File: src/rtl/wlsp_pkg.sv
// Shared types and constants for the leapfrog wave stencil.
// No dependencies; imported by the cfg and result interfaces and all modules.
package wlsp_pkg;

  localparam int DEF_MAX_POINTS   = 1024;
  localparam int DEF_SAMPLE_WIDTH = 24;
  localparam int INDEX_WIDTH      = 10;
  localparam int C2_WIDTH         = 17;
  localparam int FRAC_BITS        = 16;

  localparam logic [C2_WIDTH-1:0] C2_RESET = 17'd16384;
  localparam logic [C2_WIDTH-1:0] C2_ONE   = 17'd65536;

  typedef enum logic [1:0] {
    STATUS_OK    = 2'd0,
    STATUS_SAT   = 2'd1,
    STATUS_SHORT = 2'd2
  } status_t;

  typedef struct packed {
    logic                   short_sweep;
    logic                   end_of_run;
    logic [INDEX_WIDTH-1:0] point_index;
  } job_ctl_t;

endpackage

File: src/rtl/wlsp_result_if.sv
// Output channel: one updated grid point item with index and status.
// Depends on wlsp_pkg.
interface wlsp_result_if import wlsp_pkg::*; #(
  parameter int SAMPLE_WIDTH = 24
);
  logic                           valid;
  logic                           ready;
  logic signed [SAMPLE_WIDTH-1:0] next_sample;
  logic [INDEX_WIDTH-1:0]         point_index;
  logic [1:0]                     status;
  logic                           end_of_run;

  modport source (output valid, next_sample, point_index, status, end_of_run, input ready);
  modport sink   (input valid, next_sample, point_index, status, end_of_run, output ready);
endinterface

File: src/rtl/wlsp_stencil.sv
// Two-stage stencil datapath: Laplacian and 2*mid-old, then the c2
// multiply, round, add and saturate into the result register.
// Depends on wlsp_pkg and wlsp_result_if.
module wlsp_stencil import wlsp_pkg::*; #(
  parameter int SAMPLE_WIDTH = DEF_SAMPLE_WIDTH
) (
  input  logic                          clk,
  input  logic                          rst,
  input  logic [C2_WIDTH-1:0]           c2,
  input  logic                          job_valid,
  output logic                          job_ready,
  input  job_ctl_t                      job_ctl,
  input  logic signed [SAMPLE_WIDTH-1:0] job_left,
  input  logic signed [SAMPLE_WIDTH-1:0] job_mid,
  input  logic signed [SAMPLE_WIDTH-1:0] job_right,
  input  logic signed [SAMPLE_WIDTH-1:0] job_old,
  wlsp_result_if.source                 results
);

  localparam int W  = SAMPLE_WIDTH;
  localparam int PW = W + 2 + C2_WIDTH + 1;
  localparam int TW = PW - FRAC_BITS;
  localparam int SW = W + 5;

  logic                  a_valid;
  job_ctl_t              a_ctl;
  logic signed [W+1:0]   a_lap, a_base;
  logic signed [W+1:0]   lap_next, base_next;
  logic                  o_free, a_adv;

  logic signed [C2_WIDTH:0] c2s;
  logic signed [PW-1:0]     prod, rnd_c, rnd;
  logic signed [TW-1:0]     term;
  logic [SW-1:0]            total;
  logic [5:0]               top_bits;
  logic signed [W-1:0]      sat_val;
  status_t                  sat_st;

  assign o_free    = !results.valid || results.ready;
  assign a_adv     = a_valid && o_free;
  assign job_ready = !a_valid || o_free;

  assign lap_next  = {{2{job_right[W-1]}}, job_right} + {{2{job_left[W-1]}}, job_left}
                   - {job_mid[W-1], job_mid, 1'b0};
  assign base_next = {job_mid[W-1], job_mid, 1'b0} - {{2{job_old[W-1]}}, job_old};

  assign c2s   = {1'b0, c2};
  assign prod  = a_lap * c2s;
  assign rnd_c = PW'(1 << (FRAC_BITS - 1));
  assign rnd   = prod + rnd_c;
  assign term  = rnd[PW-1:FRAC_BITS];
  assign total = {{(SW-TW){term[TW-1]}}, term} + {{3{a_base[W+1]}}, a_base};
  assign top_bits = total[SW-1:W-1];

  always_comb begin
    sat_val = total[W-1:0];
    sat_st  = STATUS_OK;
    if (!((top_bits == '0) || (top_bits == '1))) begin
      sat_st  = STATUS_SAT;
      sat_val = total[SW-1] ? {1'b1, {(W-1){1'b0}}} : {1'b0, {(W-1){1'b1}}};
    end
  end

  always_ff @(posedge clk) begin
    if (rst) begin
      a_valid       <= 1'b0;
      results.valid <= 1'b0;
    end else begin
      if (job_ready) begin
        a_valid <= job_valid;
      end
      if (o_free) begin
        results.valid <= a_valid;
      end
    end
  end

  always_ff @(posedge clk) begin
    if (job_ready && job_valid) begin
      a_ctl  <= job_ctl;
      a_lap  <= lap_next;
      a_base <= base_next;
    end
    if (a_adv) begin
      results.point_index <= a_ctl.point_index;
      results.end_of_run  <= a_ctl.end_of_run;
      if (a_ctl.short_sweep) begin
        results.next_sample <= '0;
        results.status      <= STATUS_SHORT;
      end else begin
        results.next_sample <= sat_val;
        results.status      <= sat_st;
      end
    end
  end

endmodule

File: src/flat_wrapper.sv
// flat-port wrapper written by rule: the top's interface ports become plain ports
module wlsp_stencil_flat import wlsp_pkg::*;
#(
  parameter int SAMPLE_WIDTH = DEF_SAMPLE_WIDTH
)
  (clk, rst, c2, job_valid, job_ready, job_ctl, job_left, job_mid, job_right, job_old, results_valid, results_next_sample, results_point_index, results_status, results_end_of_run, results_ready);
  wlsp_result_if #(.SAMPLE_WIDTH(SAMPLE_WIDTH)) results_i ();
  input  logic clk;
  input  logic rst;
  input  logic [C2_WIDTH-1:0] c2;
  input  logic job_valid;
  output logic job_ready;
  input  job_ctl_t job_ctl;
  input  logic signed [SAMPLE_WIDTH-1:0] job_left;
  input  logic signed [SAMPLE_WIDTH-1:0] job_mid;
  input  logic signed [SAMPLE_WIDTH-1:0] job_right;
  input  logic signed [SAMPLE_WIDTH-1:0] job_old;
  output wire logic [$bits(results_i.valid)-1:0] results_valid;
  output wire logic [$bits(results_i.next_sample)-1:0] results_next_sample;
  output wire logic [$bits(results_i.point_index)-1:0] results_point_index;
  output wire logic [$bits(results_i.status)-1:0] results_status;
  output wire logic [$bits(results_i.end_of_run)-1:0] results_end_of_run;
  input wire logic [$bits(results_i.ready)-1:0] results_ready;
  assign results_valid = results_i.valid;
  assign results_next_sample = results_i.next_sample;
  assign results_point_index = results_i.point_index;
  assign results_status = results_i.status;
  assign results_end_of_run = results_i.end_of_run;
  assign results_i.ready = results_ready;
  wlsp_stencil #(.SAMPLE_WIDTH(SAMPLE_WIDTH)) u_core (.clk(clk), .rst(rst), .c2(c2), .job_valid(job_valid), .job_ready(job_ready), .job_ctl(job_ctl), .job_left(job_left), .job_mid(job_mid), .job_right(job_right), .job_old(job_old), .results(results_i));
endmodule
File: config.mk
export PLATFORM = sky130hd
export DESIGN_NAME = wlsp_stencil_flat
export DESIGN_NICKNAME = d
export VERILOG_FILES = /design/src/rtl/wlsp_pkg.sv /design/src/rtl/wlsp_result_if.sv /design/src/rtl/wlsp_stencil.sv /design/src/flat_wrapper.sv
export SDC_FILE = /design/constraint.sdc
export NUM_CORES = 1
export LEC_CHECK = 0
export CAP_MARGIN = 5
export CORE_MARGIN = 4
export CORE_UTILIZATION = 60
export DETAILED_ROUTE_END_ITERATION = 12
export DONT_BUFFER_PORTS = 1
export PLACE_DENSITY = 0.79
export SLEW_MARGIN = 20
export SYNTH_ARGS = -nofsm -noshare
export SYNTH_HDL_FRONTEND = slang
export SYNTH_SLANG_ARGS = --single-unit
File: constraint.sdc
create_clock -name clk -period 10.9 [get_ports clk]
set_input_delay 1.09 -clock clk [delete_from_list [all_inputs] [get_ports clk]]
set_output_delay 1.09 -clock clk [all_outputs]
set_load 0.03 [all_outputs]
Word-level counts from Yosys, hierarchy flattened
Cells that the tools add are included.
- add/sub/neg operators: 5
- multiply operators: 1
- equality and inequality tests: 1
- mux-type cells: 3
- reduce and logical (&&, ||, !) cells: 8
- operator list (operator ; count):
    $mux W24 ; 2
    $add A44 B17 Y44 const B ; 1
    $mul A26 B18 Y44 ; 1
    $add A28 B26 Y29 ; 1
    $sub A25 B24 Y26 ; 1
    $sub A25 B25 Y26 ; 1
    $add A24 B24 Y25 ; 1
    $eq A6 B6 Y1 const B ; 1
    $logic_not A6 Y1 ; 1
    $logic_or A1 B1 Y1 ; 3
    $logic_and A1 B1 Y1 ; 2
    $logic_not A1 Y1 ; 2
    $mux W1 ; 1
- bits in registers: 103
- word-level logic and storage cells: 29

Logic depth before layout (Yosys ltp)
Gate-level depths: netlist of run 1.
- word-level depth: 6
- depth in mapped cells: 38
- gate-level depth less buffers: 34

Worst setup path after synthesis of run 1
OpenSTA, ideal clock, no wires.
- path kind: input to register
- start: in c2[9]
- end: reg u_core.results.next_sample[18], data pin
- library setup time: 142 ps
- arrival time: 9247 ps
- required time: 10758 ps
- path slack: 1511 ps
- stages on the path: 37
- path buffers: 3
- path through: clkbuf_1 clkbuf_1 nand2_1 fa_1 inv_1 fa_1 inv_1 fa_1 inv_1 fa_1 fa_1 inv_1 fa_1 inv_1 ha_1 nand4_1 a21oi_1 a2111oi_2 a21oi_1 o31ai_1 nand2b_1 and2_1 o21a_1 nor2_1 xnor2_1 ha_1 a21oi_1 o22ai_1 a311o_1 a21o_2 a31oi_2 o21ai_2 xnor2_1 o41ai_2 nand2b_1 buf_6 o21ai_2
- cells in the longest elaborated chain, start to end: 6
- elaborated cells between the ends (all ways): 8
- classes of those cells: add/sub: 2; mul: 1; eq/ne: 1; mux: 2; reduce/logical: 2
- ends and longest elaborated chain (item ; line ; source):
    from (decl) ; flat_wrapper.sv:10 ; input logic [C2_WIDTH-1:0] c2;
    $mul A26 B18 Y44 (*) ; wlsp_stencil.sv:48 ; assign prod = a_lap * c2s;
    $add A44 B17 Y44 (*) ; wlsp_stencil.sv:50 ; assign rnd = prod + rnd_c;
    $add A28 B26 Y29 (*) ; wlsp_stencil.sv:52 ; assign total = {{(SW-TW){term[TW-1]}}, term} + {{3{a_base[W+1]}}, a_base};
    $eq A6 B6 Y1 or $logic_not A6 Y1 (tied branches) ; wlsp_stencil.sv:58 ; if (!((top_bits == '0) || (top_bits == '1))) begin
    $logic_or A1 B1 Y1 ; wlsp_stencil.sv:58 ;
    $mux W24 (*) ; wlsp_stencil.sv:58 ;
    to (signal assigned) ; wlsp_stencil.sv:91 ; results.next_sample <= sat_val;
    to (decl) ; wlsp_result_if.sv:13 ; modport source (output valid, next_sample, point_index, status, end_of_run, input ready);
Mark *: on every way between the ends. The rest lies on a longest branch, timed or not.
A chain may end at the register's enable or synchronous reset.

Final worst setup path of run 1
- start: reg u_core.a_lap[9]
- end: reg u_core.results.next_sample[4], data pin
- cells in the longest elaborated chain, start to end: 6
- elaborated cells between the ends (all ways): 8
- classes of those cells: add/sub: 2; mul: 1; eq/ne: 1; mux: 2; reduce/logical: 2
- ends and longest elaborated chain (item ; line ; source):
    from (decl) ; wlsp_stencil.sv:27 ; logic signed [W+1:0] a_lap, a_base;
    from (signal assigned) ; wlsp_stencil.sv:81 ; a_lap <= lap_next;
    $mul A26 B18 Y44 (*) ; wlsp_stencil.sv:48 ;
    $add A44 B17 Y44 (*) ; wlsp_stencil.sv:50 ;
    $add A28 B26 Y29 (*) ; wlsp_stencil.sv:52 ;
    $eq A6 B6 Y1 or $logic_not A6 Y1 (tied branches) ; wlsp_stencil.sv:58 ;
    $logic_or A1 B1 Y1 ; wlsp_stencil.sv:58 ;
    $mux W24 (*) ; wlsp_stencil.sv:58 ;
Marked as above.

==> summary.md, run 1 <==
| Metric | Value |
|---|---|
| Slowest CP cell | edfxtp_1 |
| Critical Path Fanout Max | 23 |
| Remaining antenna violation count after routing | 0 |
| RR Endpoint | u_core.results.next_sample[4] |
| Initial DRC count | 1,266 |
| R2R setup slack | 1.02 ns |
| H-tree depth | 3 |
| Worst Hold End | u_core.results.point_index[9] |
| Worst Tran Pin Value | 1.04 ns |
| Crit path time final | 9.88 ns |
| # diodes | 0 |
| Clk sink count | 103 |
| Antenna violations before repair | 0 |
| Final WL | 57,600 um |
| CTS tree | done |
| RePlAce Congestion | 0.906 |
| Clk buf depth | 2 |
| Pre-Repair DR Iteration Count | 6 |
| #FFs+latches synth | 103 |
| Die width | 206 um |
| Gr ovfl total | 0 |
| Syn nets | 3,278 |
| Syn avg cell area | 9.49 sq um |
| DR WL/cell | 19.5 um |
| Worst Skew | 0.0144 ns |
| Core box area | 38,700 sq um |
| Crit Path Class | reg -> reg |
| Synth async-reset ratio | 0% |
| Unrepaired setup endpoints after global routing | false |
| Setup-failing EPs final | 0 |
| CP Launch Type | register |
| Register area share after synthesis | 13.0% |
| Clock-pin slew on the worst setup and hold paths | 0.08 ns |
| FMAX | 0.101 GHz |
| Share of post-route cells with drive strength above 1 | 2.67% |
| Min-Delay Startpoint | u_core.a_ctl[9] |
| Hold depth | 0 |
| Remaining DRCs | 0 |
| Data required, critical path | 11.11 ns |
| CP max stage delay | 0.77 ns |
| Row cnt | 72 |
| Die Span Y | 206 um |
| Max Slew Vio Count | 0 |
| Largest net degree at the start of global routing | 53 |
| Hold WC Path Type | reg -> reg |
| Synth top area share | 38.7% |
| Final Hold Vio Count | 0 |
| Largest cells by area after synthesis | fa_1 (39%), edfxtp_1 (13%), ha_1 (11%), inv_1 (9.8%), and2_1 (7.4%) |
| Post-cts gate resize count | 0 |
| Hpwl dp | 46,700 um |
| Via Count | 16.8k |
| Most used cell, CP | fa_1 |
| Via/cell ratio | 5.69 |
| Global-route wire length before repair | 94,900 um |
| Syn. warnings | 0 |
| Final #Nets | 3,222 |
| Worst R2R Path Depth | 34 |
| Post-CTS setup buffer count | 0 |
| Worst R2R Start | u_core.a_lap[9] |
| WP data arrival | 10.09 ns |
| Total CTS buffers | 9 |
| Max_slew headroom | 30.6% |
| Tot GR Track Use | 28.4% |
| Period utilization | 90.6% |
| Fin Setup TNS | 0 ns |
| Post-synth EDFFs | 101 |
| Synthesized area | 23,600 sq um |
| Max cap viols | 0 |
| DIE AREA | 42,500 sq um |
| Synth Flop Type | edfxtp_1 |
| # hold bufs at CTS | 0 |
| CP endpoint kind | register |
| Ports | 168 |
| Syn Inst Count | 2,485 |
| Vias in the first global route | 18.4k |
| Outcome | finished, final reports clean |
| Input/output buffers | 0 |
| Initial Util | 60.9% |
| Area leader, netlist | fa_1 |
| Yosys cell types | 78 |
| Layout area overhead | 2.94% |
| Root Buffer | clkbuf_16 |
| Worst skew pair latency | 0.37 ns |
-- state kept, by name, indices dropped and copies added (netlist names) --
register / count
u_core.a_lap: 26
u_core.a_base: 26
u_core.results.point_index: 10
u_core.a_valid: 1
u_core.results.next_sample: 24
u_core.results.end_of_run: 1
u_core.results.status: 2
u_core.a_ctl: 12
u_core.results.valid: 1
-- critical path, delay by kind of cell, from the launching register on --
kind                     cells  cell delay (ns)
AO/OA/AOI/OAI               13             3.67
XOR/XNOR                     2             0.29
AND/OR/NAND/NOR              6             0.93
adder cells (fa/ha/maj)      8             3.59
buffers and inverters        5             0.46
flip-flops                   1             0.77
-- cell type report --
type / instances / area (sq um)
well taps: 518 / 648
repair buffers: 9 / 67.6
inverters: 617 / 2320
multi-input cells: 1689 / 17900
flip-flops and latches: 103 / 3070
clock buffers: 10 / 229
fillers: 3158 / 14500
clock inverters: 6 / 65.1
-- how the worst max path moves through the flow --
stage | from | end | slack (ns)
after floorplan | c2[9] | u_core.results.next_sample[18] | 1.51
after global placement | c2[3] | u_core.results.next_sample[3] | 1.06
after detailed placement | c2[3] | u_core.results.next_sample[4] | 0.85
after CTS | u_core.a_lap[11] | u_core.results.next_sample[11] | 1.06
after global routing | u_core.a_lap[9] | u_core.results.next_sample[2] | 0.41
final | u_core.a_lap[9] | u_core.results.next_sample[4] | 1.02
-- layer usage --
metal / global-route usage, % / wire length [um] / vias up
met1: 38.0 / 22700 / 8413
li1: - / - / 7452
met5: 0 / 0 / -
met3: 6.72 / 5630 / 117
met4: 6.56 / 1230 / 0
met2: 47.7 / 28100 / 809
-- placed cells by master, fill, tap and decap left out, types with 14 or more instances in the layout --
master,n
ha_1,208
o21ai_2,14
xor2_1,33
nand2_1,205
nor2b_1,16
a21oi_1,89
nor2_1,54
and2_1,277
nand3_1,21
nand2b_1,16
a21o_1,33
o21ai_0,45
fa_1,456
o21a_1,15
edfxtp_1,101
xnor2_1,65
inv_1,617
nor3_1,22
-- cells by family after synthesis --
kind of cell	Yosys count	share of synthesized area (%)
compound gates	272	7.79
simple gates	654	14.5
mux	1	0.0425
buf+inv	693	11.2
flops	103	13.0
fa+ha+maj	664	49.8
xor+xnor	98	3.64
-- stage by stage --
stage	instances	util [%]	area [sq um]	worst slack, ns	hold slack (ns)
floorplan	2485	-	23600	1.51	0.400
global placement	2936	61.9	24000	1.06	0.400
detailed placement	2936	61.9	24000	0.849	0.408
CTS	2952	62.6	24300	1.06	0.424
global route	2952	62.6	24300	0.407	0.438
finish	2952	62.6	24300	1.02	0.423
-- cells in the mapped netlist (3+ instances only) --
library cell and n:
o211ai_1 5, a31oi_1 7, and3_1 4, o21ai_2 14, o31ai_1 3, fa_1 456, o21a_1 15, a21oi_1 89
a21o_1 33, xnor2_1 65, nor2b_1 17, clkbuf_1 68, a211oi_1 6, nand3_1 21, and2_1 278, inv_1 617
nand2b_1 16, xor2_1 33, o21bai_1 8, o21ai_0 45, nand4_1 11, a41o_1 4, or3_1 3, a21boi_0 4
nand2_1 205, nor3_1 22, edfxtp_1 101, ha_1 208, buf_6 4, o2111ai_1 3, nor4_1 4, nor2_1 54
Power of run 1 is left out: the tool's default activity adds up to more than one toggle a clock period on the data nets, which glitch-free logic cannot reach.
==> run 2, diff against run 1 <==
--- a/config.mk
+++ b/config.mk
@@ -6,11 +6,13 @@
 export NUM_CORES = 1
 export LEC_CHECK = 0
 export CAP_MARGIN = 5
+export CELL_PAD_IN_SITES_DETAIL_PLACEMENT = 1
+export CELL_PAD_IN_SITES_GLOBAL_PLACEMENT = 1
 export CORE_MARGIN = 4
-export CORE_UTILIZATION = 60
+export CORE_UTILIZATION = 53
 export DETAILED_ROUTE_END_ITERATION = 12
 export DONT_BUFFER_PORTS = 1
-export PLACE_DENSITY = 0.79
+export PLACE_DENSITY = 0.87
 export SLEW_MARGIN = 20
 export SYNTH_ARGS = -nofsm -noshare
 export SYNTH_HDL_FRONTEND = slang
==> run 2 against run 1 <==
Wire length is 22% higher. First-iteration DRC count decreased by 22%. Critical path type unchanged. Register-to-register slack lost 0.34 ns. Hold slack about the same. Design area is 0.45% higher. Core utilization down 7.4 points.
==> summary.md, run 2 (synthesis results as in run 1) <==
| Metric | Value |
|---|---|
| Final hold slack | 0.423 ns (+0.0000700 ns) |
| Gr ovfl total | 0 (unchanged) |
| Data required, critical path | 11.09 ns (-0.02 ns) |
| Setup-failing EPs final | 0 (unchanged) |
| Unrepaired setup endpoints after global routing | false |
| Via Count | 17.3k (+2.9%) |
| Slowest CP cell | edfxtp_1 |
| Antenna violations before repair | 0 (unchanged) |
| Period utilization | 93.8% (+3.1 points) |
| Root Buffer | clkbuf_16 |
| Input/output buffers | 0 (unchanged) |
| Ports | 168 (unchanged) |
| Initial DRC count | 993 (-22%) |
| Hpwl dp | 58,100 um (+24%) |
| Final #Nets | 3,222 (unchanged) |
| Pre-Repair DR Iteration Count | 5 (-1) |
| H-tree depth | 3 (unchanged) |
| Max_slew headroom | 36.1% (+5.6 points) |
| Remaining DRCs | 0 (unchanged) |
| Outcome | finished, final reports clean |
| Crit path time final | 10.22 ns (+0.340 ns) |
| Worst skew pair latency | 0.37 ns (about the same) |
| Final Hold Vio Count | 0 (unchanged) |
| Layout area overhead | 3.40% |
| Setup WS post-layout | 0.680 ns (-0.340 ns) |
| Final WL | 70,100 um (+22%) |
| WP data arrival | 10.41 ns (+0.32 ns) |
| DIE AREA | 47,900 sq um (+13%) |
| CP max stage delay | 0.75 ns (-0.02 ns) |
| Post-CTS setup buffer count | 0 (unchanged) |
| Die width | 219 um (+6.2%) |
| Global-route wire length before repair | 113,000 um (+19%) |
| Largest regs | u_core.a_base (26), u_core.a_lap (26), u_core.results.next_sample (24) |
| Tot GR Track Use | 30.4% (+1.9 points) |
| Most used cell, CP | fa_1 |
| Initial Util | 53.4% (-7.4 points) |
| Row cnt | 77 (+6.9%) |
| Max cap viols | 0 (unchanged) |
| Die Span Y | 219 um (+6.2%) |
| Hold WC Path Type | reg -> reg |
| Vias in the first global route | 20.8k (+13%) |
| Largest net degree at the start of global routing | 65 (+23%) |
| Fin Setup TNS | 0 ns (unchanged) |
| DR WL/cell | 23.2 um (+19%) |
| RePlAce Congestion | 0.900 (-0.74%) |
| Via/cell ratio | 5.71 (+0.36%) |
| FMAX | 0.0978 GHz (-3.3%) |
| Clk sink count | 103 (unchanged) |
| Pre-CTS WS | 0.402 ns (-0.447 ns) |
| Post-cts gate resize count | 0 (unchanged) |
| Clk buf depth | 2 (unchanged) |
| Max Slew Vio Count | 0 (unchanged) |
| # hold bufs at CTS | 0 (unchanged) |
| Critical Path Fanout Max | 23 (unchanged) |
| Share of post-route cells with drive strength above 1 | 2.67% (unchanged) |
| Clock-pin slew on the worst setup and hold paths | 0.07 ns (about the same) |
| # diodes | 0 (unchanged) |
| Worst Tran Pin Value | 0.958 ns (-0.0812 ns) |
| Crit Path Class | reg -> reg |
| Remaining antenna violation count after routing | 0 (unchanged) |
| Leading cell type in the layout, fill and taps excluded | inv_1 |
| Worst Skew | 0.00974 ns (-0.00468 ns) |
| Most frequent cells in the layout | inv_1 (617), fa_1 (456), and2_1 (277) |
| Total CTS buffers | 9 (unchanged) |
| CP endpoint kind | register |
| CTS tree | done |
| CP Launch Type | register |
| Core box area | 44,100 sq um (+14%) |
==> run 2: cell count changes in the layout (fill, tap and decap cells not counted), sizes merged <==
| cell | change |
|---|---|
| clkinv | +1 |
| inv | -1 |
==> run 2: worst max-delay path, delay by kind of cell (launching register included) <==
kind                       cells  cell delay [ns]
and+or+nand+nor                7             1.13
AOI/OAI and AO/OA             12             3.50
buffers and inverters          5             0.46
adders and majority gates      8             3.83
DFF                            1             0.75
xor gates and xnor gates       2             0.32
==> run 2: metal layers <==
| layer | wire [um] | up-vias | GRT usage [%] |
|---|---|---|---|
| met5 | 0 | - | 0 |
| met4 | 2570 | 0 | 11.5 |
| met3 | 5180 | 199 | 6.47 |
| met2 | 35500 | 708 | 53.4 |
| met1 | 26900 | 8900 | 36.7 |
| li1 | - | 7467 | - |
==> run 2: layout make-up <==
cell class	instances	area [sq um]
clock buffer	10	229
inverter	617	2320
sequential	103	3070
tap	592	741
multi-input combinational	1689	17900
clock inverter	6	55.1
fill	5106	19700
timing repair buffer	9	80.1
==> run 2: worst paths after layout <==
check	startpoint	end	slack, ns	cells past startpoint
worst min-delay path	u_core.a_ctl[2]	u_core.results.point_index[2]	0.42	0
worst max-delay path	u_core.a_lap[11]	u_core.results.next_sample[4]	0.68	34
worst max register to register	u_core.a_lap[11]	u_core.results.next_sample[4]	0.68	34
worst min register to register	u_core.a_ctl[2]	u_core.results.point_index[2]	0.42	0
==> run 2: metrics by stage <==
stage          instance area [sq um]  cells  util (%)
6_report                       24400   3026      55.2
5_1_grt                        24400   3026      55.2
4_1_cts                        24300   3025      55.2
3_5_place_dp                   24100   3009      54.5
3_3_place_gp                   24100   3009      54.5
2_1_floorplan                  23600   2485         -
Power of run 2 is left out for the same reason.
