**src/rtl/wlsp_pkg.sv**
```systemverilog
// Shared types and constants for the leapfrog wave stencil.
// No dependencies; imported by the cfg and result interfaces and all modules.
package wlsp_pkg;

  localparam int DEF_MAX_POINTS   = 1024;
  localparam int DEF_SAMPLE_WIDTH = 24;
  localparam int INDEX_WIDTH      = 10;
  localparam int C2_WIDTH         = 17;
  localparam int FRAC_BITS        = 16;

  localparam logic [C2_WIDTH-1:0] C2_RESET = 17'd16384;
  localparam logic [C2_WIDTH-1:0] C2_ONE   = 17'd65536;

  typedef enum logic [1:0] {
    STATUS_OK    = 2'd0,
    STATUS_SAT   = 2'd1,
    STATUS_SHORT = 2'd2
  } status_t;

  typedef struct packed {
    logic                   short_sweep;
    logic                   end_of_run;
    logic [INDEX_WIDTH-1:0] point_index;
  } job_ctl_t;

endpackage

```
**src/rtl/wlsp_point_if.sv**
```systemverilog
// Input channel: one grid point item (present and previous sample).
// Does not import wlsp_pkg; the sample width is its own parameter.
interface wlsp_point_if #(
  parameter int SAMPLE_WIDTH = 24
);
  logic                           valid;
  logic                           ready;
  logic signed [SAMPLE_WIDTH-1:0] current_sample;
  logic signed [SAMPLE_WIDTH-1:0] previous_sample;
  logic                           last_point;

  modport source (output valid, current_sample, previous_sample, last_point, input ready);
  modport sink   (input valid, current_sample, previous_sample, last_point, output ready);
endinterface

```
**src/rtl/wlsp_front.sv**
```systemverilog
// Sweep tracking: sample window, head of sweep, point counter and a
// three-slot job register that feeds one stencil job per cycle while job_ready is high.
// Depends on wlsp_pkg and wlsp_point_if.
module wlsp_front import wlsp_pkg::*; #(
  parameter int MAX_POINTS   = DEF_MAX_POINTS,
  parameter int SAMPLE_WIDTH = DEF_SAMPLE_WIDTH
) (
  input  logic                           clk,
  input  logic                           rst,
  wlsp_point_if.sink                     points,
  output logic                           job_valid,
  input  logic                           job_ready,
  output job_ctl_t                       job_ctl,
  output logic signed [SAMPLE_WIDTH-1:0] job_left,
  output logic signed [SAMPLE_WIDTH-1:0] job_mid,
  output logic signed [SAMPLE_WIDTH-1:0] job_right,
  output logic signed [SAMPLE_WIDTH-1:0] job_old
);

  localparam int W  = SAMPLE_WIDTH;
  localparam int CW = $clog2(MAX_POINTS);
  localparam int IW = (CW > INDEX_WIDTH) ? CW : INDEX_WIDTH;

  logic signed [W-1:0] win0, win1, dold, head0, head1, hold;
  logic [CW-1:0]       count;

  logic signed [W-1:0] s_left [3];
  logic signed [W-1:0] s_mid  [3];
  logic signed [W-1:0] s_right[3];
  logic signed [W-1:0] s_old  [3];
  job_ctl_t            s_ctl  [3];
  logic [1:0]          s_cnt;

  logic signed [W-1:0] n_left [3];
  logic signed [W-1:0] n_mid  [3];
  logic signed [W-1:0] n_right[3];
  logic signed [W-1:0] n_old  [3];
  job_ctl_t            n_ctl  [3];
  logic [1:0]          n_cnt;

  logic          accept, last, inner;
  logic [IW-1:0] idx_w, idx_m1_w;
  logic signed [W-1:0] cur, old;

  assign cur           = points.current_sample;
  assign old           = points.previous_sample;
  assign points.ready  = (s_cnt == 2'd0) || ((s_cnt == 2'd1) && job_ready);
  assign accept        = points.valid && points.ready;
  assign last          = points.last_point || (count == CW'(MAX_POINTS - 1));
  assign inner         = (count > CW'(1));
  assign idx_w         = IW'(count);
  assign idx_m1_w      = IW'(count - CW'(1));

  assign job_valid = (s_cnt != 2'd0);
  assign job_ctl   = s_ctl[0];
  assign job_left  = s_left[0];
  assign job_mid   = s_mid[0];
  assign job_right = s_right[0];
  assign job_old   = s_old[0];

  always_comb begin
    for (int k = 0; k < 3; k++) begin
      n_left[k]  = '0;
      n_mid[k]   = '0;
      n_right[k] = '0;
      n_old[k]   = '0;
      n_ctl[k]   = '0;
    end
    n_cnt = 2'd0;
    if (inner) begin
      n_left[0]              = win0;
      n_mid[0]               = win1;
      n_right[0]             = cur;
      n_old[0]               = dold;
      n_ctl[0].point_index   = idx_m1_w[INDEX_WIDTH-1:0];
      n_cnt                  = 2'd1;
      if (last) begin
        n_left[1]            = win1;
        n_mid[1]             = cur;
        n_right[1]           = head0;
        n_old[1]             = old;
        n_ctl[1].point_index = idx_w[INDEX_WIDTH-1:0];
        n_left[2]            = cur;
        n_mid[2]             = head0;
        n_right[2]           = head1;
        n_old[2]             = hold;
        n_ctl[2].end_of_run  = 1'b1;
        n_cnt                = 2'd3;
      end
    end else if (last) begin
      n_ctl[0].short_sweep = 1'b1;
      n_ctl[0].end_of_run  = 1'b1;
      n_cnt                = 2'd1;
    end
  end

  always_ff @(posedge clk) begin
    if (rst) begin
      s_cnt <= 2'd0;
      count <= '0;
      win0  <= '0;
      win1  <= '0;
      dold  <= '0;
      head0 <= '0;
      head1 <= '0;
      hold  <= '0;
    end else if (accept) begin
      s_cnt <= n_cnt;
      count <= last ? '0 : count + CW'(1);
      win0  <= win1;
      win1  <= cur;
      dold  <= old;
      if (count == '0) begin
        head0 <= cur;
        hold  <= old;
      end
      if (count == CW'(1)) begin
        head1 <= cur;
      end
    end else if (job_valid && job_ready) begin
      s_cnt <= s_cnt - 2'd1;
    end
  end

  always_ff @(posedge clk) begin
    if (accept) begin
      for (int k = 0; k < 3; k++) begin
        s_left[k]  <= n_left[k];
        s_mid[k]   <= n_mid[k];
        s_right[k] <= n_right[k];
        s_old[k]   <= n_old[k];
        s_ctl[k]   <= n_ctl[k];
      end
    end else if (job_valid && job_ready) begin
      for (int k = 0; k < 2; k++) begin
        s_left[k]  <= s_left[k+1];
        s_mid[k]   <= s_mid[k+1];
        s_right[k] <= s_right[k+1];
        s_old[k]   <= s_old[k+1];
        s_ctl[k]   <= s_ctl[k+1];
      end
    end
  end

endmodule

```
**src/flat_wrapper.sv**
```systemverilog
// flat-port wrapper written by rule: the top's interface ports become plain ports
module wlsp_front_flat import wlsp_pkg::*;
#(
  parameter int MAX_POINTS   = DEF_MAX_POINTS,
  parameter int SAMPLE_WIDTH = DEF_SAMPLE_WIDTH
)
  (clk, rst, job_valid, job_ready, job_ctl, job_left, job_mid, job_right, job_old, points_valid, points_current_sample, points_previous_sample, points_last_point, points_ready);
  wlsp_point_if #(.SAMPLE_WIDTH(SAMPLE_WIDTH)) points_i ();
  input  logic clk;
  input  logic rst;
  output logic job_valid;
  input  logic job_ready;
  output job_ctl_t job_ctl;
  output logic signed [SAMPLE_WIDTH-1:0] job_left;
  output logic signed [SAMPLE_WIDTH-1:0] job_mid;
  output logic signed [SAMPLE_WIDTH-1:0] job_right;
  output logic signed [SAMPLE_WIDTH-1:0] job_old;
  input wire logic [$bits(points_i.valid)-1:0] points_valid;
  input wire logic [$bits(points_i.current_sample)-1:0] points_current_sample;
  input wire logic [$bits(points_i.previous_sample)-1:0] points_previous_sample;
  input wire logic [$bits(points_i.last_point)-1:0] points_last_point;
  output wire logic [$bits(points_i.ready)-1:0] points_ready;
  assign points_i.valid = points_valid;
  assign points_i.current_sample = points_current_sample;
  assign points_i.previous_sample = points_previous_sample;
  assign points_i.last_point = points_last_point;
  assign points_ready = points_i.ready;
  wlsp_front #(.MAX_POINTS(MAX_POINTS), .SAMPLE_WIDTH(SAMPLE_WIDTH)) u_core (.clk(clk), .rst(rst), .points(points_i), .job_valid(job_valid), .job_ready(job_ready), .job_ctl(job_ctl), .job_left(job_left), .job_mid(job_mid), .job_right(job_right), .job_old(job_old));
endmodule
```
**config.mk**
```make
export PLATFORM = sky130hd
export DESIGN_NAME = wlsp_front_flat
export DESIGN_NICKNAME = d
export VERILOG_FILES = /design/src/rtl/wlsp_pkg.sv /design/src/rtl/wlsp_point_if.sv /design/src/rtl/wlsp_front.sv /design/src/flat_wrapper.sv
export SDC_FILE = /design/constraint.sdc
export NUM_CORES = 1
export LEC_CHECK = 0
export ABC_CLOCK_PERIOD_IN_PS = 10790
export BUFFER_PORTS_ARGS = -buffer_cell sky130_fd_sc_hd__buf_2
export CORE_MARGIN = 10
export CORE_UTILIZATION = 60
export DETAILED_ROUTE_END_ITERATION = 7
export PLACE_DENSITY_LB_ADDON = 0.05
export SLEW_MARGIN = 20
export SYNTH_ARGS = -nofsm -noshare
export SYNTH_HDL_FRONTEND = slang
export SYNTH_SLANG_ARGS = --single-unit
```
**constraint.sdc**
```tcl
create_clock -name clk -period 10.79 [get_ports clk]
set_clock_uncertainty 0.1 [all_clocks]
set_input_delay 1.079 -clock clk [delete_from_list [all_inputs] [get_ports clk]]
set_output_delay 1.079 -clock clk [all_outputs]
set_load 0.05 [all_outputs]
```
* Yosys cells after proc, flatten, opt, wreduce, memory -nomap -nowiden *
Memories as Yosys holds them, arrays and structs flattened.
Index checks and enable logic that the tools add are counted.

storage, ports and cells
  memories kept = 5
  bits of input ports = 53
  register bits = 156
  memory bits (writable) = 324
  bits in latches = 0
  output and inout port bits = 110
  memory bits (read-only) = 0

operators by class
  add/subtract/negate cells = 3
  equal/unequal tests = 3
  magnitude comparators = 1
  muxes and demuxes = 36
  bitwise logic cells = 10
  multiply operators = 0
  reduce and logical (&&, ||, !) cells = 11
  div/mod/pow operators = 0
  shifts and indexed selects = 0

memory list
  name            depth  bits a word  read ports  clocked after memory_dff  wr ports  line              text
  u_core.s_left   3      24           3           0                         3         wlsp_front.sv:27  logic signed [W-1:0] s_left [3];
  u_core.s_mid    3      24           3           0                         3         wlsp_front.sv:28  logic signed [W-1:0] s_mid [3];
  u_core.s_old    3      24           3           0                         3         wlsp_front.sv:30  logic signed [W-1:0] s_old [3];
  u_core.s_right  3      24           3           0                         3         wlsp_front.sv:29  logic signed [W-1:0] s_right[3];
  u_core.s_ctl    3      12           3           0                         3         wlsp_front.sv:31  job_ctl_t s_ctl [3];

operator list
  kind                                                 number
  two-way mux 72 bit                                   4
  two-way mux 24 bit                                   8
  two-way mux 48 bit                                   4
  two-way mux 10 bit                                   4
  two-way mux 12 bit                                   2
  two-way mux 2 bit                                    6
  adder 10 x 1 -> 10 bit, second input constant        1
  == test 10 x 1 -> 1 bit, second input constant       1
  == test 10 bit, second input constant                1
  > comparator 10 x 1 -> 1 bit, second input constant  1
  zero test 10 bit                                     1
  OR 1 bit                                             10
  subtractor 10 x 1 -> 10 bit, second input constant   1
  two-way mux 1 bit                                    8
  AND reduction 2 bit                                  2
  nonzero test 2 bit                                   2
  logical AND 1 bit                                    3
  == test 2 x 1 -> 1 bit, second input constant        1
  zero test 2 bit                                      1
  logical OR 1 bit                                     2
  subtractor 2 x 1 -> 2 bit, second input constant     1

* Depth between registers and ports, before layout *
Gate-level depths: netlist (run 1).

  depth after elaboration = 7
  mapped depth = 11
  mapped depth without buffers = 7

* Worst setup path after synthesis (run 1) *
OpenSTA, ideal clock, no wires.

  kind = input port to flip-flop
  start = input port points_valid
  end = register u_core.s_cnt[1]
  arrival = 6,376 ps
  data required time = 10,557 ps
  path buffers = 1
  setup slack = 4,181 ps
  stages = 5
  path through = clkbuf_1 -> a21oi_1 -> inv_1 -> o311a_1 -> a211oi_1

between the ends
  cells in the longest elaborated chain, start to end = 2
  elaborated cells on any way between the ends = 3

ends and longest elaborated chain
  element                                                         line                text
  from (decl)                                                     flat_wrapper.sv:18  input wire logic [$bits(points_i.valid)-1:0] points_valid;
  logical AND 1 bit *                                             wlsp_front.sv:48    assign accept = points.valid && points.ready;
  two-way mux 2 bit / nonzero test 2 bit (equally long branches)  --
  to (signal assigned)                                            wlsp_front.sv:108   s_cnt <= n_cnt;
  to (signal assigned)                                            wlsp_front.sv:121   s_cnt <= s_cnt - 2'd1;
  to (decl)                                                       wlsp_front.sv:32    logic [1:0] s_cnt;

Mark *: on every way between the ends. The rest lies on a longest branch, timed or not.
A chain may end at the register's enable or synchronous reset.

==> metrics.md, run 1 <==
| Metric | Value |
|---|---|
| First-pass GRT wire length | 66.27 mm |
| Die area | just under 0.04 mm² |
| Routed WL | around 42 mm |
| Met2 GRT Util | 33.17% |
| Initial core utilization | 60.74% |
| CTS clk-pin slew, worst paths | 0.06 ns |
| Root Driver | clkbuf_16 |
| R2r endpoint | u_core.s_left[1][4]$_SDFFCE_PP0P_ |
| Area growth syn-to-layout | 8.927% |
| Vias/cell | 5.818 |
| CP arrival | 4.03 ns |
| Least-Margin Pin Slew | 1.134 ns |
| Total global routing overflow | 0 |
| Max-cap violations | 0 |
| Setup CP Type | reg -> reg |
| Antenna Cells | 0 |
| Number of distinct library cells after synthesis | 39 |
| Vias in the first global route | 11660 |
| Post-CTS sizing | 0 |
| Leakage dissipation | 7.714 nW |
| HP Class | reg -> reg |
| Fin crit share | 36.84% |
| Num ports | 163 |
| Max Clock Freq | about 250 MHz |
| DR vias | 12120 |
| TritonCTS buffer count | 46 |
| Initial antenna violation count | 1 |
| CP Capture Type | flip-flop |
| Status | finished, final reports clean |
| GRT Util Overall | a little over a fifth |
| Max Slew Vio Count | 0 |
| Max IR drop VDD | 0.0002087 V |
| Synth Instances | 1656 |
| CTS Hold Bufs | 0 |
| GR Util met3 | under 10% |
| YS warnings | 0 |
| Largest net degree at the start of global routing | between 100 and 150 |
| GR peak layer | met2 |
| Core box area | approximately 0.031 mm² |
| Power per cell area | approximately 330 mW/mm² |
| CTS tree | done |
| Total clock sinks | 468 |
| Synth Area per Inst | 11.54 µm² |
| # DRC | 0 |
| Final Hold Fails | 0 |
| Largest fanout on the critical path | 96 |
| Fraction of layout cells with a size suffix above 1 | 15.82% |
| RR Startpoint | u_core.s_cnt[1]$_SDFFE_PP0P_ |
| WHS | about 0.35 ns |
| Nets | around 1700 |
| Gpl congestion | ~0.84 |
| CTS H-tree depth | 2 |
| Max-slew headroom | 24.13% |
| Synthesized area | 0.01912 mm² |
| Longest Clk Path Bufs | 3 |
| Die width | just under 200 µm |
| Routed wire per std cell | 20.00 µm |
| Sequential share of the synthesized area | 65.34% |
| Critical Path Source Type | flip-flop |
| Final setup vio count | 0 |
| Crit path max-delay cell type | inv_6 |
| Final Power | 0.006833 W |
| Hold EP | u_core.win0[6]$_SDFFE_PP0P_ |
| R2R depth | 6 |
| Delay-heaviest family, CP | buffers and inverters |
| Met1 usage | 29.88% |
| Dpl cell area | 0.01924 mm² |
| Setup TNS after final layout | 0 ns |
| FF-to-FF setup slack | roughly 6.8 ns |
| Required time worst endpoint | 10.85 ns |
| Post-layout min period | just under 4 ns |
| Rows | 65 |
| Placed Cells incl. Taps | 1998 |
| Die height | 198.5 µm |
| Final Cell Area | 0.02083 mm² |
| Post-synth EDFFs | between 300 and 400 |
| Initial drt markers | 1217 |
| Hold path cells | 2 |
| Async set-reset flop share out of synthesis | 0% |
| Filler cells | 2418 |
| Flops & latches, synth | 468 |
| Most frequent cells in the layout | edfxtp_1 (312), nand2_1 (257), buf_2 (161) |
| Commonest non-fill, non-tap cell in the layout | edfxtp_1 |
| Worst Path Buf+Inv | 3 |
| 1st-pass router iterations | 7 |
| Detail Route Antenna Nets | 0 |
| RSZ-0062 raised after global routing | false |
| Worst skew pair latency | 0.55 ns |
| Crit-path cells | inv_1, ha_1, a21o_1, nand2_4, inv_6, buf_4 |
| Mapped Nets | 1715 |
| Hold_sp | u_core.win0[6]$_SDFFE_PP0P_ |
| Final Non-Filler Cells | around 2100 |
| Critical Path Max Stage Delay | 0.92 ns |
| PortBufs | between 150 and 200 |
| Most used DFF post-synth | edfxtp_1 |
| Hpwl dp | around 23 mm |
| Post-CTS Setup Bufs | 0 |
==> state kept, by name, summed over array words and instances (netlist names), 72 cells and up <==
signal	flops
u_core.s_right	72
u_core.s_old	72
u_core.s_left	72
u_core.s_mid	72
==> synth_stat cells (3+ instances only) <==
cell type	instances	share of area, %
dfxtp_1	156	16
nand2_1	259	5.1
nor2_1	13	0.26
ha_1	6	0.39
a22o_1	146	6.7
nor3_1	4	0.10
and3_1	3	0.098
a21oi_1	151	4.0
buf_4	108	4.2
clkbuf_1	105	2.1
or3_1	3	0.098
a21o_1	3	0.12
o21ai_0	132	3.5
buf_6	6	0.35
nor4_1	3	0.098
xor2_1	7	0.32
xnor2_1	6	0.27
buf_1	9	0.18
nand4_1	6	0.20
inv_1	8	0.16
and2_1	107	3.5
edfxtp_1	312	49
nand3_1	77	2.0
buf_2	8	0.21
==> how the worst max path moves through the flow <==
stage                                  from                                end  slack, ns  cells past startpoint
2_1_floorplan                  points_valid       u_core.s_cnt[1]$_SDFFE_PP0P_       4.18                      5
3_3_place_gp                      job_ready  u_core.s_left[1][1]$_SDFFCE_PP0P_       6.35                      5
3_5_place_dp                      job_ready  u_core.s_left[1][2]$_SDFFCE_PP0P_       6.29                      5
4_1_cts        u_core.s_cnt[1]$_SDFFE_PP0P_  u_core.s_left[1][4]$_SDFFCE_PP0P_       6.81                      6
5_1_grt        u_core.s_cnt[1]$_SDFFE_PP0P_        u_core.win0[7]$_SDFFE_PP0P_       6.46                      8
6_report       u_core.s_cnt[1]$_SDFFE_PP0P_  u_core.s_left[1][4]$_SDFFCE_PP0P_       6.81                      6
==> tightest hold or removal path: cells and delay by family, from the launching register on <==
family | cells | cell delay (ns)
flops | 1 | 0.31
simple gates | 1 | 0.05
compound gates | 1 | 0.05
==> cell families (layout without fill, tap and decap cells) <==
logic type | count (synthesis) | after routing | synth area share, %
fa+ha+maj | 6 | 6 | 0.3927
compound gates | 438 | 438 | 14.50
xor+xnor | 13 | 13 | 0.5956
buf+inv | 246 | 271 | 7.238
flops | 468 | 468 | 65.34
simple gates | 485 | 485 | 11.93
==> report_power, final <==
part	leakage [nW]	total [W]	internal (W)	switching [W]
clock	0.778	0.00164	0.000986	0.000655
sequential	4.41	0.00297	0.00274	0.000226
combinational	2.53	0.00222	0.000463	0.00176
total	7.71	0.00683	0.00419	0.00264
==> stage by stage <==
stage          setup slack (ns)  util (%)
6_report                  6.815     66.17
5_1_grt                   6.465     66.17
4_1_cts                   6.806     66.17
3_5_place_dp              6.290     61.14
3_3_place_gp              6.347     61.14
2_1_floorplan             4.181         -
==> routing by layer <==
layer  up-vias  wire, µm
li1       5792         -
met1      5897     18630
met3        55      2850
met4         2       597
met2       373     19570
met5         -        11
==> final cells by class <==
class | count | area [µm²] | share of cell area [%]
sequential | 468 | 12490 | 59.99
clock buffer | 69 | 1389 | 6.669
inverter | 10 | 50.05 | 0.2403
clock inverter | 16 | 191.4 | 0.9193
multi-input combinational | 942 | 5281 | 25.36
timing repair buffer | 176 | 918.4 | 4.410
tap | 402 | 503.0 | 2.415
No activity file was read; power rests on OpenSTA's default activity.
==> inputs of run 2 (changes only) <==
--- a/config.mk
+++ b/config.mk
@@ -5,10 +5,11 @@
 export SDC_FILE = /design/constraint.sdc
 export NUM_CORES = 1
 export LEC_CHECK = 0
-export ABC_CLOCK_PERIOD_IN_PS = 10790
+export ABC_AREA = 1
+export ABC_CLOCK_PERIOD_IN_PS = 4050
 export BUFFER_PORTS_ARGS = -buffer_cell sky130_fd_sc_hd__buf_2
 export CORE_MARGIN = 10
-export CORE_UTILIZATION = 60
+export CORE_UTILIZATION = 59
 export DETAILED_ROUTE_END_ITERATION = 7
 export PLACE_DENSITY_LB_ADDON = 0.05
 export SLEW_MARGIN = 20
==> constraint.sdc (replaced) <==
create_clock -name clk -period 4.05 [get_ports clk]
set_clock_uncertainty 0.1 [all_clocks]
set_input_delay 0.405 -clock clk [delete_from_list [all_inputs] [get_ports clk]]
set_output_delay 0.405 -clock clk [all_outputs]
set_load 0.05 [all_outputs]
==> run 2 against run 1 <==
Against the previous run:
- non-clock buffer count is 4 higher
- combinational power grew to 2.7 times the previous value
- setup slack worse by 5.7 ns
- routed wire length is 1.1% higher
- flip-flop and latch count stayed put
- utilization is 0.26 points lower
- power grew to 2.7 times the previous value
- synthesized area is 0.34% lower
- maximum frequency is 34% higher
- cell count is 14% higher
- die area is 1.2% higher
- highest routed layer is now met4
==> metrics.md, run 2 <==
| Metric | Value |
|---|---|
| Utilization after layout | 65.91% |
| Gpl congestion | 0.8311 |
| Fin crit share | 73.29% |
| Xor and xnor area share after synthesis | 0.3677% |
| Routed WL | between 40 and 50 mm |
| Status | finished, final reports clean |
| Hpwl dp | 24.53 mm |
| Max Slew Vio Count | 0 |
| Top-area cell type share of the netlist area | roughly half |
| GRT Util Overall | between 20% and 30% |
| Flop pwr share | 43.9% |
| Setup TNS after final layout | 0 ns |
| Max-slew headroom | 27.67% |
| Psw | 0.007294 W |
| Vias/cell | 5.369 |
| Die area | 0.03988 mm² |
| Mapped Nets | 1980 |
| Hold EP | u_core.dold[11]$_SDFFE_PP0P_ |
| Final setup vio count | 0 |
| Rows | 65 |
| Post-synthesis simple-gate area fraction | approximately 15% |
| # DRC | 0 |
| Final Power | about 0.019 W |
| Post-synth EDFFs | 312 |
| Core box area | 0.03172 mm² |
| Number of distinct library cells after synthesis | 25 |
| Async set-reset flop share out of synthesis | 0% |
| Sw Share | about two fifths |
| R2r endpoint | u_core.s_mid[0][9]$_DFFE_PP_ |
| CTS tree | done |
| Clk pwr share | a little under a quarter |
| Num ports | 163 |
| Leakage dissipation | 8.282 nW |
| Initial antenna violation count | 0 |
| Fraction of the mapped netlist area in adder cells | 0.3940% |
| Hold_sp | points_previous_sample[11] |
| Final Non-Filler Cells | 2372 |
| First-pass GRT wire length | 66.36 mm |
| HP Class | in -> reg |
| Total global routing overflow | 0 |
| Setup CP Type | reg -> reg |
| YS warnings | 0 |
| Nets | 1990 |
| Sequential share of the synthesized area | 65.56% |
| Synthesized area | 0.01905 mm² |
| DR vias | 12740 |
| Longest Clk Path Bufs | 3 |
| Most used DFF post-synth | edfxtp_1 |
| Pint | 0.01122 W |
| Combinational Power Share | ~33% |
| 1st-pass router iterations | 5 |
| Initial core utilization | 60.07% |
| Top post-synthesis cells by count | nand2_1 (474), edfxtp_1 (312), nor2_1 (231) |
| Vias in the first global route | 12200 |
| Initial drt markers | 1125 |
| Antenna Cells | 0 |
| Post-CTS sizing | 0 |
| CTS clk-pin slew, worst paths | 0.06 ns |
| Placed Cells incl. Taps | 2283 |
| Synth Area per Inst | 9.918 µm² |
| CTS H-tree depth | 2 |
| Post-route setup slack | 1.082 ns |
| Max-cap violations | 0 |
| Flops & latches, synth | between 400 and 500 |
| Met2 WL | between 15 and 20 mm |
| Most frequent cells in the layout | nand2_1 (471), edfxtp_1 (312), nor2_1 (230) |
| FF-to-FF setup slack | 1.08 ns |
| TritonCTS buffer count | 47 |
| Largest fanout on the critical path | 28 |
| Synth Instances | 1921 |
| Total clock sinks | 468 |
| RSZ-0062 raised after global routing | false |
| Detail Route Antenna Nets | 0 |
| Required time worst endpoint | 4.26 ns |
| Post-synthesis mux area share | 0% |
| Max Clock Freq | 336.9 MHz |
| Die width | 199.7 µm |
| Area growth syn-to-layout | 9.712% |
| Final Hold Fails | 0 |
| Hold path cells | 3 |
| Root Driver | clkbuf_16 |
| Die height | 199.7 µm |
| PortBufs | roughly 160 |
| Leading cell type by number of instances after synthesis | nand2_1 |
| Post-layout min period | between 2 and 3 ns |
| CP Capture Type | flip-flop |
| Worst slack at placement | approximately 1.1 ns |
| Largest area contributor in the netlist | edfxtp_1 |
| Least-Margin Pin Slew | 1.085 ns |
| Power per cell area | about 890 mW/mm² |
| Routed wire per std cell | 17.76 µm |
| Worst skew pair latency | between 0.5 and 0.6 ns |
| RR Startpoint | u_core.s_cnt[1]$_SDFFE_PP0P_ |
| Top post-synthesis cells by area | edfxtp_1 (49%), dfxtp_1 (16%), nand2_1 (9.3%) |
| Critical Path Source Type | flip-flop |
| Commonest non-fill, non-tap cell in the layout | nand2_1 |
| Fraction of layout cells with a size suffix above 1 | 14.11% |
| Post-CTS Setup Bufs | 0 |
| Compound-cell area share of the yosys netlist | a little under a tenth |
| Max IR drop VDD | a little over 0.0006 V |
| Routed wire length on met3 | 3.046 mm |
| Dominant combinational cell family by area after synthesis | simple AND/OR/NAND/NOR gates |
| CP arrival | 3.17 ns |
| Largest net degree at the start of global routing | 204 |
| R2R depth | 11 |
| Top layer in use | met4 |
| Met1 WL | approximately 20 mm |
==> run 2: cell types whose count changed in the layout (fill, tap and decap cells not counted), moves of 47 or more <==
cell     before  now
and2_1      107    0
nand2_1     257  471
a22o_1      146    0
inv_1         6   95
a21oi_1     150  103
o21ai_0     132  212
nor2_1       12  230
==> run 2: area by class of cell <==
| class | count | area [µm²] |
|---|---|---|
| multi-input combinational | 1128 | 4910 |
| clock inverter | 15 | 137.6 |
| tap | 402 | 503.0 |
| inverter | 106 | 412.9 |
| clock buffer | 73 | 1436 |
| sequential | 468 | 12490 |
| fill | 2455 | 10810 |
| timing repair buffer | 180 | 1011 |
==> run 2: cells by family after synthesis <==
group           Yosys count
simple gates            751
compound gates          363
buf+inv                 325
fa+ha+maj                 6
flops                   468
xor+xnor                  8
==> run 2: metrics by stage <==
stage	hold WS [ns]	cell area, µm²
detailed placement	0.3443	19320
CTS	0.04379	20900
floorplan	0.3300	19090
global route	0.06393	20900
finish	0.05426	20900
global placement	0.3389	19320
==> run 2: layer usage <==
layer	track usage, %	up-vias
met5	0	-
met4	5.468	0
met3	3.583	59
met2	32.61	389
met1	30.31	6023
li1	-	6264
==> run 2: how the worst max path moves through the flow <==
stage,from,to,slack [ns]
final,u_core.s_cnt[1]$_SDFFE_PP0P_,u_core.s_mid[0][9]$_DFFE_PP_,1.08
after floorplan,u_core.s_cnt[0]$_SDFFE_PP0P_,u_core.s_ctl[0][0]$_DFFE_PP_,-0.39
after CTS,u_core.s_cnt[1]$_SDFFE_PP0P_,u_core.s_mid[0][9]$_DFFE_PP_,1.07
after global placement,u_core.s_cnt[1]$_SDFFE_PP0P_,u_core.s_mid[0][15]$_DFFE_PP_,1.13
after global routing,u_core.s_cnt[1]$_SDFFE_PP0P_,u_core.s_mid[0][15]$_DFFE_PP_,0.81
after detailed placement,u_core.s_cnt[1]$_SDFFE_PP0P_,u_core.s_mid[0][9]$_DFFE_PP_,1.06
==> run 2: power groups by stage <==
stage	sequential [W]	combinational [W]	clock, W
after CTS	0.00812	0.00612	0.00441
after global placement	0.00817	0.00602	0
after floorplan	0.00807	0.00529	0
after detailed placement	0.00820	0.00610	0
after global routing	0.00827	0.00657	0.00459
final	0.00812	0.00605	0.00434
==> run 2: critical path, cell delays in order (launching register included) <==
cell,delay (ns)
dfxtp_1,0.34
inv_2,0.06
ha_1,0.18
nand2_1,0.06
nand2_1,0.07
nand2_2,0.47
nand2_2,0.21
inv_6,0.13
nor2_4,0.04
inv_1,0.69
buf_4,0.28
o21ai_0,0.08
==> run 2: timing repair <==
action                                  4_1_cts  5_1_grt
hold buffers                                  1        0
endpoints found under the hold margin         1        0
endpoints found under the setup margin        0        0
